`src/ies_pkg.sv`:
```
// ----------------------------------------------------------------------------
// ies_pkg: shared types and constants of the input event state tracker
// Holds the command codes, register indexes and the structs that pass
// between the tracker's modules.
// ----------------------------------------------------------------------------
package ies_pkg;

    localparam int KEY_COUNT_DEF = 256;

    localparam int CMD_W     = 2;
    localparam int SEQ_W     = 64;
    localparam int KEY_W     = 16;
    localparam int TRANS_W   = 2;
    localparam int POS_W     = 32;
    localparam int WHEEL_W   = 64;
    localparam int FLAGS_W   = 10;
    localparam int BUTTON_N  = 5;
    localparam int CFG_IDX_W = 3;
    localparam int CFG_W     = 32;

    localparam logic [KEY_W-1:0] KEY_STATE_DOWN    = 16'h8000;
    localparam logic [KEY_W-1:0] KEY_STATE_PRESSED = 16'h0001;

    localparam int S_TDATA_W = 256;
    localparam int M_TDATA_W = 152;

    typedef enum logic [CMD_W-1:0] {
        CMD_KEY        = 2'd0,
        CMD_MOUSE      = 2'd1,
        CMD_SET_CURSOR = 2'd2,
        CMD_QUERY      = 2'd3
    } t_cmd;

    typedef enum logic [TRANS_W-1:0] {
        TRANS_UP   = 2'd0,
        TRANS_DOWN = 2'd1,
        TRANS_BAD2 = 2'd2,
        TRANS_BAD3 = 2'd3
    } t_trans;

    typedef enum logic [CFG_IDX_W-1:0] {
        CFG_CLIP_ENABLE = 3'd0,
        CFG_CLIP_LEFT   = 3'd1,
        CFG_CLIP_TOP    = 3'd2,
        CFG_CLIP_RIGHT  = 3'd3,
        CFG_CLIP_BOTTOM = 3'd4
    } t_cfg_reg;

    // Fields are listed from the highest bits down, so the first field of
    // the beat lands in the lowest bits.
    typedef struct packed {
        logic signed [POS_W-1:0]   new_y;
        logic signed [POS_W-1:0]   new_x;
        logic [FLAGS_W-1:0]        button_flags;
        logic signed [POS_W-1:0]   wheel_delta;
        logic signed [POS_W-1:0]   delta_y;
        logic signed [POS_W-1:0]   delta_x;
        t_trans                    key_transition;
        logic [KEY_W-1:0]          key_code;
        logic [SEQ_W-1:0]          sequence_req;
        t_cmd                      cmd;
    } t_item;

    typedef struct packed {
        logic [BUTTON_N-1:0]       buttons_out;
        logic signed [WHEEL_W-1:0] wheel_total;
        logic signed [POS_W-1:0]   cursor_y_out;
        logic signed [POS_W-1:0]   cursor_x_out;
        logic [KEY_W-1:0]          key_state;
        logic                      accepted;
    } t_result;

    typedef struct packed {
        logic wr;
        logic down;
        logic query;
    } t_key_ctl;

    typedef struct packed {
        logic key_dn;
        logic key_pe;
    } t_key_stat;

    typedef struct packed {
        logic mouse;
        logic set_pos;
    } t_ptr_ctl;

    typedef struct packed {
        logic                    enable;
        logic signed [POS_W-1:0] left;
        logic signed [POS_W-1:0] upper;
        logic signed [POS_W-1:0] right;
        logic signed [POS_W-1:0] lower;
    } t_clip;

endpackage

```
`src/ies_key_map.sv`:
```
// ----------------------------------------------------------------------------
// ies_key_map: key down and press-edge maps
// One down bit and one press-edge bit per key, read and updated at one key
// index per beat.
// ----------------------------------------------------------------------------
module ies_key_map #(
    parameter int KEY_COUNT = ies_pkg::KEY_COUNT_DEF
) (
    input  logic                         i_clk,
    input  logic                         i_rst_n,
    input  logic                         i_en,
    input  ies_pkg::t_key_ctl            i_ctl,
    input  logic [$clog2(KEY_COUNT)-1:0] i_idx,
    output ies_pkg::t_key_stat           o_stat
);
    import ies_pkg::*;

    logic [KEY_COUNT-1:0] r_down;
    logic [KEY_COUNT-1:0] r_pressed;

    assign o_stat.key_dn = r_down[i_idx];
    assign o_stat.key_pe = r_pressed[i_idx];

    always_ff @(posedge i_clk) begin
        if (!i_rst_n) begin
            r_down    <= '0;
            r_pressed <= '0;
        end else if (i_en) begin
            if (i_ctl.wr) begin
                r_down[i_idx] <= i_ctl.down;
                if (i_ctl.down && !r_down[i_idx]) begin
                    r_pressed[i_idx] <= 1'b1;
                end
            end else if (i_ctl.query) begin
                r_pressed[i_idx] <= 1'b0;
            end
        end
    end

endmodule

```
`src/ies_pointer.sv`:
```
// ----------------------------------------------------------------------------
// ies_pointer: cursor, wheel total and mouse buttons
// Saturating cursor and wheel updates, button set and clear, and the clamp
// of the cursor to the clip rectangle. Outputs the values after the beat.
// ----------------------------------------------------------------------------
module ies_pointer (
    input  logic                                     i_clk,
    input  logic                                     i_rst_n,
    input  logic                                     i_en,
    input  ies_pkg::t_ptr_ctl                        i_ctl,
    input  ies_pkg::t_clip                           i_clip,
    input  logic signed [ies_pkg::POS_W-1:0]         i_delta_x,
    input  logic signed [ies_pkg::POS_W-1:0]         i_delta_y,
    input  logic signed [ies_pkg::POS_W-1:0]         i_wheel_delta,
    input  logic [ies_pkg::FLAGS_W-1:0]              i_button_flags,
    input  logic signed [ies_pkg::POS_W-1:0]         i_new_x,
    input  logic signed [ies_pkg::POS_W-1:0]         i_new_y,
    output logic signed [ies_pkg::POS_W-1:0]         o_cursor_x,
    output logic signed [ies_pkg::POS_W-1:0]         o_cursor_y,
    output logic signed [ies_pkg::WHEEL_W-1:0]       o_wheel,
    output logic [ies_pkg::BUTTON_N-1:0]             o_buttons
);
    import ies_pkg::*;

    logic signed [POS_W-1:0]   r_cursor_x;
    logic signed [POS_W-1:0]   r_cursor_y;
    logic signed [WHEEL_W-1:0] r_wheel;
    logic [BUTTON_N-1:0]       r_buttons;

    logic signed [POS_W-1:0]   n_cursor_x;
    logic signed [POS_W-1:0]   n_cursor_y;
    logic signed [WHEEL_W-1:0] n_wheel;
    logic [BUTTON_N-1:0]       n_buttons;

    logic signed [POS_W:0]     sum_x;
    logic signed [POS_W:0]     sum_y;
    logic signed [WHEEL_W:0]   sum_w;
    logic signed [POS_W-1:0]   sat_x;
    logic signed [POS_W-1:0]   sat_y;
    logic signed [WHEEL_W-1:0] sat_w;
    logic signed [POS_W-1:0]   pre_x;
    logic signed [POS_W-1:0]   pre_y;
    logic signed [POS_W-1:0]   max_x;
    logic signed [POS_W-1:0]   max_y;
    logic                      clip_on;
    logic [BUTTON_N-1:0]       btn_mouse;

    localparam logic signed [POS_W-1:0]   PosMax   = {1'b0, {(POS_W-1){1'b1}}};
    localparam logic signed [POS_W-1:0]   PosMin   = {1'b1, {(POS_W-1){1'b0}}};
    localparam logic signed [WHEEL_W-1:0] WheelMax = {1'b0, {(WHEEL_W-1){1'b1}}};
    localparam logic signed [WHEEL_W-1:0] WheelMin = {1'b1, {(WHEEL_W-1){1'b0}}};

    always_comb begin
        sum_x = {r_cursor_x[POS_W-1], r_cursor_x} + {i_delta_x[POS_W-1], i_delta_x};
        sum_y = {r_cursor_y[POS_W-1], r_cursor_y} + {i_delta_y[POS_W-1], i_delta_y};
        sum_w = {r_wheel[WHEEL_W-1], r_wheel}
              + {{(WHEEL_W-POS_W+1){i_wheel_delta[POS_W-1]}}, i_wheel_delta};

        if (sum_x[POS_W] != sum_x[POS_W-1]) begin
            sat_x = sum_x[POS_W] ? PosMin : PosMax;
        end else begin
            sat_x = sum_x[POS_W-1:0];
        end
        if (sum_y[POS_W] != sum_y[POS_W-1]) begin
            sat_y = sum_y[POS_W] ? PosMin : PosMax;
        end else begin
            sat_y = sum_y[POS_W-1:0];
        end
        if (sum_w[WHEEL_W] != sum_w[WHEEL_W-1]) begin
            sat_w = sum_w[WHEEL_W] ? WheelMin : WheelMax;
        end else begin
            sat_w = sum_w[WHEEL_W-1:0];
        end

        pre_x = i_ctl.mouse ? sat_x : i_new_x;
        pre_y = i_ctl.mouse ? sat_y : i_new_y;

        clip_on = i_clip.enable && (i_clip.right > i_clip.left)
                  && (i_clip.lower > i_clip.upper);
        max_x   = i_clip.right - POS_W'(1);
        max_y   = i_clip.lower - POS_W'(1);

        n_cursor_x = pre_x;
        n_cursor_y = pre_y;
        if (clip_on) begin
            if (pre_x < i_clip.left) begin
                n_cursor_x = i_clip.left;
            end else if (pre_x > max_x) begin
                n_cursor_x = max_x;
            end
            if (pre_y < i_clip.upper) begin
                n_cursor_y = i_clip.upper;
            end else if (pre_y > max_y) begin
                n_cursor_y = max_y;
            end
        end

        for (int i = 0; i < BUTTON_N; i++) begin
            if (i_button_flags[2*i+1]) begin
                btn_mouse[i] = 1'b0;
            end else if (i_button_flags[2*i]) begin
                btn_mouse[i] = 1'b1;
            end else begin
                btn_mouse[i] = r_buttons[i];
            end
        end

        if (i_en && (i_ctl.mouse || i_ctl.set_pos)) begin
            n_wheel   = i_ctl.mouse ? sat_w : r_wheel;
            n_buttons = i_ctl.mouse ? btn_mouse : r_buttons;
        end else begin
            n_cursor_x = r_cursor_x;
            n_cursor_y = r_cursor_y;
            n_wheel    = r_wheel;
            n_buttons  = r_buttons;
        end
    end

    always_ff @(posedge i_clk) begin
        if (!i_rst_n) begin
            r_cursor_x <= '0;
            r_cursor_y <= '0;
            r_wheel    <= '0;
            r_buttons  <= '0;
        end else begin
            r_cursor_x <= n_cursor_x;
            r_cursor_y <= n_cursor_y;
            r_wheel    <= n_wheel;
            r_buttons  <= n_buttons;
        end
    end

    assign o_cursor_x = n_cursor_x;
    assign o_cursor_y = n_cursor_y;
    assign o_wheel    = n_wheel;
    assign o_buttons  = n_buttons;

endmodule

```
`src/input_event_state_tracker_core.sv`:
```
// ----------------------------------------------------------------------------
// input_event_state_tracker_core: keyboard and mouse state tracker
// Applies sequenced key, mouse and set-cursor events, answers key queries,
// and returns one result beat per input beat.
//
//   Channel   Direction  Width  Contents
//   s_axis    in         256    one event or query per beat
//   m_axis    out        152    one result per accepted input beat
//   cfg       in         32     clip enable and clip rectangle writes
//
// A beat is taken into an input register and processed from there, which
// loads the result register, from which its result is offered on m_axis.
// One beat per cycle is sustained while m_axis does not stall; the state
// update of the processing stage is the single step that sets this figure.
// Reset clears all key, pointer and sequence state and the clip registers.
// A stall on m_axis holds the result register and backs up to s_axis.
// ----------------------------------------------------------------------------
module input_event_state_tracker_core #(
    parameter int KEY_COUNT = ies_pkg::KEY_COUNT_DEF
) (
    input  logic                                 i_clk,
    input  logic                                 i_rst_n,
    input  logic                                 s_axis_tvalid,
    output logic                                 s_axis_tready,
    // cmd, sequence_req, key_code, key_transition, delta_x, delta_y,
    // wheel_delta, button_flags, new_x, new_y, zero pad
    input  logic [ies_pkg::S_TDATA_W-1:0]        s_axis_tdata,
    output logic                                 m_axis_tvalid,
    input  logic                                 m_axis_tready,
    // accepted, key_state, cursor_x_out, cursor_y_out, wheel_total,
    // buttons_out, zero pad
    output logic [ies_pkg::M_TDATA_W-1:0]        m_axis_tdata,
    input  logic                                 i_cfg_wr_en,
    input  logic [ies_pkg::CFG_IDX_W-1:0]        i_cfg_addr,
    input  logic [ies_pkg::CFG_W-1:0]            i_cfg_wr_data
);
    import ies_pkg::*;

    localparam int KeyIdxW = $clog2(KEY_COUNT);
    localparam logic [KEY_W:0] KeyLimit = (KEY_W+1)'(KEY_COUNT);
    localparam int ItemW   = $bits(t_item);
    localparam int ResultW = $bits(t_result);

    logic                r_in_valid;
    t_item               r_in;
    logic                r_out_valid;
    t_result             r_out;
    logic [SEQ_W-1:0]    r_last_seq;
    t_clip               r_clip;

    logic                advance;
    logic                key_ok;
    logic                seq_ok;
    logic                key_apply;
    logic                mouse_apply;
    logic                set_apply;
    logic                query_ok;
    t_key_ctl            key_ctl;
    t_key_stat           key_stat;
    t_ptr_ctl            ptr_ctl;
    t_result             n_out;

    assign advance       = r_in_valid && (!r_out_valid || m_axis_tready);
    assign s_axis_tready = !r_in_valid || advance;

    always_comb begin
        key_ok      = {1'b0, r_in.key_code} < KeyLimit;
        seq_ok      = (r_in.sequence_req != '0) && (r_in.sequence_req > r_last_seq);
        key_apply   = (r_in.cmd == CMD_KEY) && seq_ok && key_ok
                      && ((r_in.key_transition == TRANS_UP)
                          || (r_in.key_transition == TRANS_DOWN));
        mouse_apply = (r_in.cmd == CMD_MOUSE) && seq_ok;
        set_apply   = (r_in.cmd == CMD_SET_CURSOR) && seq_ok;
        query_ok    = (r_in.cmd == CMD_QUERY) && key_ok;

        key_ctl.wr    = key_apply;
        key_ctl.down  = (r_in.key_transition == TRANS_DOWN);
        key_ctl.query = query_ok;

        ptr_ctl.mouse   = mouse_apply;
        ptr_ctl.set_pos = set_apply;

        n_out.accepted  = key_apply || mouse_apply || set_apply || query_ok;
        n_out.key_state = '0;
        if (query_ok) begin
            n_out.key_state = (key_stat.key_dn ? KEY_STATE_DOWN : '0)
                            | (key_stat.key_pe ? KEY_STATE_PRESSED : '0);
        end
    end

    ies_key_map #(
        .KEY_COUNT (KEY_COUNT)
    ) u_key_map (
        .i_clk   (i_clk),
        .i_rst_n (i_rst_n),
        .i_en    (advance),
        .i_ctl   (key_ctl),
        .i_idx   (r_in.key_code[KeyIdxW-1:0]),
        .o_stat  (key_stat)
    );

    ies_pointer u_pointer (
        .i_clk          (i_clk),
        .i_rst_n        (i_rst_n),
        .i_en           (advance),
        .i_ctl          (ptr_ctl),
        .i_clip         (r_clip),
        .i_delta_x      (r_in.delta_x),
        .i_delta_y      (r_in.delta_y),
        .i_wheel_delta  (r_in.wheel_delta),
        .i_button_flags (r_in.button_flags),
        .i_new_x        (r_in.new_x),
        .i_new_y        (r_in.new_y),
        .o_cursor_x     (n_out.cursor_x_out),
        .o_cursor_y     (n_out.cursor_y_out),
        .o_wheel        (n_out.wheel_total),
        .o_buttons      (n_out.buttons_out)
    );

    always_ff @(posedge i_clk) begin
        if (!i_rst_n) begin
            r_in_valid  <= 1'b0;
            r_out_valid <= 1'b0;
            r_last_seq  <= '0;
        end else begin
            if (s_axis_tvalid && s_axis_tready) begin
                r_in_valid <= 1'b1;
            end else if (advance) begin
                r_in_valid <= 1'b0;
            end
            if (advance) begin
                r_out_valid <= 1'b1;
            end else if (m_axis_tready) begin
                r_out_valid <= 1'b0;
            end
            if (advance && (key_apply || mouse_apply || set_apply)) begin
                r_last_seq <= r_in.sequence_req;
            end
        end
    end

    always_ff @(posedge i_clk) begin
        if (s_axis_tvalid && s_axis_tready) begin
            r_in <= t_item'(s_axis_tdata[ItemW-1:0]);
        end
        if (advance) begin
            r_out <= n_out;
        end
    end

    always_ff @(posedge i_clk) begin
        if (!i_rst_n) begin
            r_clip <= '0;
        end else if (i_cfg_wr_en) begin
            case (t_cfg_reg'(i_cfg_addr))
                CFG_CLIP_ENABLE: r_clip.enable <= i_cfg_wr_data[0];
                CFG_CLIP_LEFT:   r_clip.left   <= i_cfg_wr_data;
                CFG_CLIP_TOP:    r_clip.upper  <= i_cfg_wr_data;
                CFG_CLIP_RIGHT:  r_clip.right  <= i_cfg_wr_data;
                CFG_CLIP_BOTTOM: r_clip.lower  <= i_cfg_wr_data;
                default: begin
                end
            endcase
        end
    end

    assign m_axis_tvalid = r_out_valid;
    assign m_axis_tdata  = {(M_TDATA_W-ResultW)'(0), r_out};

endmodule
```
`config.mk`:
```
export PLATFORM = sky130hd
export DESIGN_NAME = input_event_state_tracker_core
export DESIGN_NICKNAME = d
export VERILOG_FILES = /design/src/ies_pkg.sv /design/src/ies_key_map.sv /design/src/ies_pointer.sv /design/src/input_event_state_tracker_core.sv
export SDC_FILE = /design/constraint.sdc
export NUM_CORES = 2
export LEC_CHECK = 0
export BUFFER_PORTS_ARGS = -buffer_cell sky130_fd_sc_hd__clkbuf_2
export CAP_MARGIN = 20
export CORE_ASPECT_RATIO = 0.75
export CORE_MARGIN = 5
export CORE_UTILIZATION = 40
export CTS_BUF_LIST = sky130_fd_sc_hd__clkbuf_4
export DETAILED_ROUTE_END_ITERATION = 10
export HOLD_SLACK_MARGIN = 0.05
export PLACE_DENSITY = 0.6
export SYNTH_ARGS = -nofsm -noshare
export SYNTH_HDL_FRONTEND = slang
export SYNTH_HIERARCHICAL = 1
export SYNTH_SLANG_ARGS = --single-unit
```
`constraint.sdc`:
```
create_clock -name i_clk -period 26.5 [get_ports i_clk]
set_input_delay 3.975 -clock i_clk [delete_from_list [all_inputs] [get_ports i_clk]]
set_output_delay 3.975 -clock i_clk [all_outputs]
set_load 0.02 [all_outputs]
```
======== Yosys cells after proc, flatten, opt, wreduce, memory -nomap -nowiden ========
Cells that the tools add are included.
storage, ports and cells
  input bits .............................. 296
  register bits ........................... 1,244
  logic and storage cells ................. 146
  output and inout bits ................... 154
cells by class
  order comparisons ....................... 10
  mux-type cells .......................... 46
  eq/ne operators ......................... 12
  reductions and logical operators ........ 39
  add/sub/neg operators ................... 5
  bitwise gates (word level) .............. 4
operators with widths
  cell                                                          number
  2-to-1 mux 256 bit                                            3
  2-to-1 mux 32 bit                                             14
  bitwise AND 256 bit                                           1
  bitwise mux 256 bit                                           1
  2-to-1 mux 64 bit                                             4
  NOT 256 bit                                                   1
  bitwise OR 256 bit                                            1
  greater-than comparator 32 bit                                4
  adder 32 x 32 -> 33 bit                                       2
  adder 64 x 32 -> 65 bit                                       1
  greater-than comparator 64 bit                                1
  less-than comparator 32 bit                                   2
  nonzero test 64 bit                                           1
  subtractor 32 x 2 -> 32 bit (second input constant)           2
  2-to-1 mux 1 bit                                              18
  binary-select mux 1 bit (select 8 bit)                        2
  less-than comparator 16 x 9 -> 1 bit (second input constant)  1
  2-to-1 mux 16 bit                                             1
  bitwise OR 16 x 1 -> 16 bit                                   1
  logical AND 1 bit                                             15
  AND reduction 2 bit                                           6
  2-to-1 mux 5 bit                                              2
  less-than comparator 8 x 9 -> 1 bit (second input constant)   1
  demux 1 bit (select 8 bit)                                    1
  other kinds (14)                                              30

======== Depth between registers and ports, before layout ========
  depth after elaboration ................. 9
  depth in mapped cells ................... 31
  mapped depth without buffers ............ 26

======== By module ========
Netlist, hierarchy kept.
modules (own cells, without submodules)
  module                          area an instance (µm²)  instances  cells an instance
  ies_key_map                     26,665.6                1          2,839
  ies_pointer                     21,425.5                1          2,915
  input_event_state_tracker_core  21,149.0                1          1,536

======== Worst setup path after synthesis ========
No wires, ideal clock.
  path kind ............................... input-to-reg
  start point ............................. input m_axis_tready
  end point ............................... register r_out, in the netlist m_axis_tdata[51] (data pin)
  buffers on the path ..................... 3
  path slack .............................. 12.832 ns
  data arrival time ....................... 13.412 ns
  stages on the path ...................... 10
  path through ............................ nor2b_1 -> nor2b_1 -> o21ai_1 -> or2_2 -> buf_2 -> a2111oi_0 -> a21oi_1 -> buf_6 -> buf_6 -> o211a_1
RTL lines
  item                  RTL line                               RTL
  start, declared       input_event_state_tracker_core.sv:29   input logic m_axis_tready,
  end signal, assigned  input_event_state_tracker_core.sv:147  r_out <= n_out;
  end, declared         input_event_state_tracker_core.sv:47   t_result r_out;

==> results.yml <==
worst_hold_path:
  hp-class: "reg2reg"
  min_from: "r_last_seq[52]"
place:
  dpl.hpwl_um: 159000
  pre_cts_slack_ns: 17.58
  gp_congestion: 0.923
  io_buffers: 431
critical_path:
  cpMaxStageDelayCell: "nand2b_1"
  cp-startpoint: "r_in[45]"
  cp.required_ns: 27.53
  critPathCaptureType: "register"
  startpoint_type: "register"
  path_class: "reg2reg"
  worst-path-buf-inv: 3
  critPathMaxStageDelay_ns: 0.79
  cp_max_fo: 37
  crit_chain: "ha_1, nand4_2, or4_4, or3_1, a31oi_1, o31ai_1, nor3b_2, buf_4, buf_4, o211ai_1, buf_4, o2bb2ai_1, ha_1, and3_1, o21ai_0, a31oi_1, nor3_1, o32a_1, o211ai_1, mux2i_1, a41oi_2, nand2b_1, and3_1, or3_1"
  critPathMostFrequentCell: "buf_4"
  arrival_ns: 10.17
  r2r-start: "r_in[45]"
  crit_family: "simple AND/OR/NAND/NOR gates"
final_layout:
  layout.nets: 8283
  utilization: 0.447
  syn_to_final_growth_pct: 11.4
  drive_above_1_share: 0.171
detailed_routing:
  drt_first_pass_iters: 6
  drtIter0Drc: 6068
  drc: 0
  drt-wirelength-per-cell_um: 23.5
  ant_nets: 0
  routed-via-count: 60400
  routed_via_density: 5.96
  drt-total-wl_um: 239000
synthesis:
  synth_flop_cell: "dfxtp_1"
  avgSynthCellArea_um2: 9.50
  ys_top_cells_by_count: "nand2_1 (919), dfxtp_1 (840), o21ai_0 (452)"
  synth_edf_count: 390
  synth_area_um2: 69200
  ys_seq_area_frac: 0.412
  synthTopCellsByArea: "dfxtp_1 (24%), edfxtp_1 (17%), ha_1 (6.9%)"
  synthCells: 7290
  yosys.area.top_type: "dfxtp_1"
  ys_warn_count: 6
  synth_cell_type_count: 107
  synth_seq_cells: 1230
  synthArstFlopShare: 0
  netlist.area_leader.share: 0.243
  yosysMostFrequentCell: "nand2_1"
sta:
  finalMaxSlewViolations: 0
  fmax_mhz: 109
  hold_viol_final: 0
  slew_headroom: 0.224
  rsz0062_at_grt: "no"
  tightestPinTransition_ns: 1.16
  post-route-period-util: 0.345
  fin_ws_ns: 17.36
  setup_viol: 0
  fin_skew_ns: 0.156
  min_period_ns: 9.14
  finalSetupTns_ns: 0
clocking:
  cts_hold_buf: 0
  clk-insertion-delay-late_ns: 1.38
  cts.sinks: 1230
  cts.path.max_buffers: 4
  htreeDepth: 5
  cts_buffers: 340
  cts_root_buffer: "clkbuf_4"
  cts_tree: "done"
  cts_setup_buffers: 0
  clk_pin_slew_ns: 0.07
  cts.repair.resized: 0
floorplanning:
  die-area_um2: 182000
  initial_utilization: 0.402
  ioPinCount: 450
  core_area_um2: 172000
  rows: 132
  fp.dieW_um: 490
  die-height_um: 370
power:
  leakagePower_nw: 30.6
  peakVddDrop_v: 0.0000434
  totalPowerFinal_mw: 4.48
  p_per_area_nw_per_um2: 58.0
status:
  status: "finished, final reports clean"
flow_run:
  cap_violations: 0
global_routing:
  first_global_vias: 58100
  grt_first_pass_wirelength_um: 360000
  grtUsageTotal: 0.252
  antenna_found_initial: 24
  grt_max_degree: 202
  overflow: 0
## cells by family after synthesis
kind of cell    count (synthesis)  share of synthesized area
buf+inv                       786                     0.0491
mux                           527                      0.102
xor+xnor                      164                     0.0207
other cells                     1                  0.0000542
simple gates                 2213                      0.148
compound gates               1981                      0.198
flops                        1230                      0.412
fa+ha+maj                     388                     0.0704
## cell type report
cell class,instances,area [um2]
antenna,28,70.1
clock buffer,501,3760
clock inverter,83,489
fill,16600,95300
inverter,201,754
multi-input combinational,5289,37600
sequential,1230,28500
tap,2278,2850
timing repair buffer,538,3050
## through the flow
| stage | hold slack (ns) | instances | area [um2] |
|---|---|---|---|
| floorplan | 0.435 | 7305 | 69300 |
| global placement | 0.442 | 9533 | 72800 |
| detailed placement | 0.448 | 9534 | 72800 |
| CTS | 0.458 | 10100 | 77100 |
| global route | 0.470 | 10100 | 77100 |
| finish | 0.455 | 10100 | 77100 |
## report_power, final
group,total (mW),switching (mW),internal (mW)
Combinational,0.682,0.450,0.232
Sequential,2.03,0.0351,2.00
Clock,1.76,0.843,0.920
Total,4.48,1.33,3.15
## routing by layer
layer  track usage  vias up  wire length, um
met4         0.105        4             9440
met2         0.375     2550           103000
met1         0.354    29500           107000
met5             0        -               33
li1              -    27800                -
met3        0.0557      502            19200
## worst reg2reg max path, delay by kind of cell, from the launching register on
| family | cells | cell delay [ns] |
|---|---|---|
| mux | 1 | 0.76 |
| compound gates | 9 | 2.35 |
| flops | 1 | 0.45 |
| buf+inv | 3 | 1.12 |
| simple gates | 9 | 3.52 |
| fa+ha+maj | 2 | 0.70 |
## path summary, 6_finish.rpt
path	endpoint	slack, ns	cells past startpoint
max reg2reg	m_axis_tdata[45]	17.36	24
max	m_axis_tdata[45]	17.36	24
min	r_last_seq[52]	0.46	2
min reg2reg	r_last_seq[52]	0.46	2
## cell usage in the layout, fill, tap and decap left out, drive strengths merged, types with 53 or more instances in the layout
cell	n
xor2	63
a21oi	250
o21ai	460
o211ai	53
and3	76
a21o	137
a31oi	68
clkbuf	931
a211oi	64
ha	384
o2111ai	223
edfxtp	390
nand2	919
nand3	355
inv	205
nor2	347
xnor2	101
nor3	117
buf	108
and2	83
clkinv	73
mux4	138
a21boi	392
nand4	86
mux2i	373
dfxtp	840
Power figures use the tool's default switching activity.
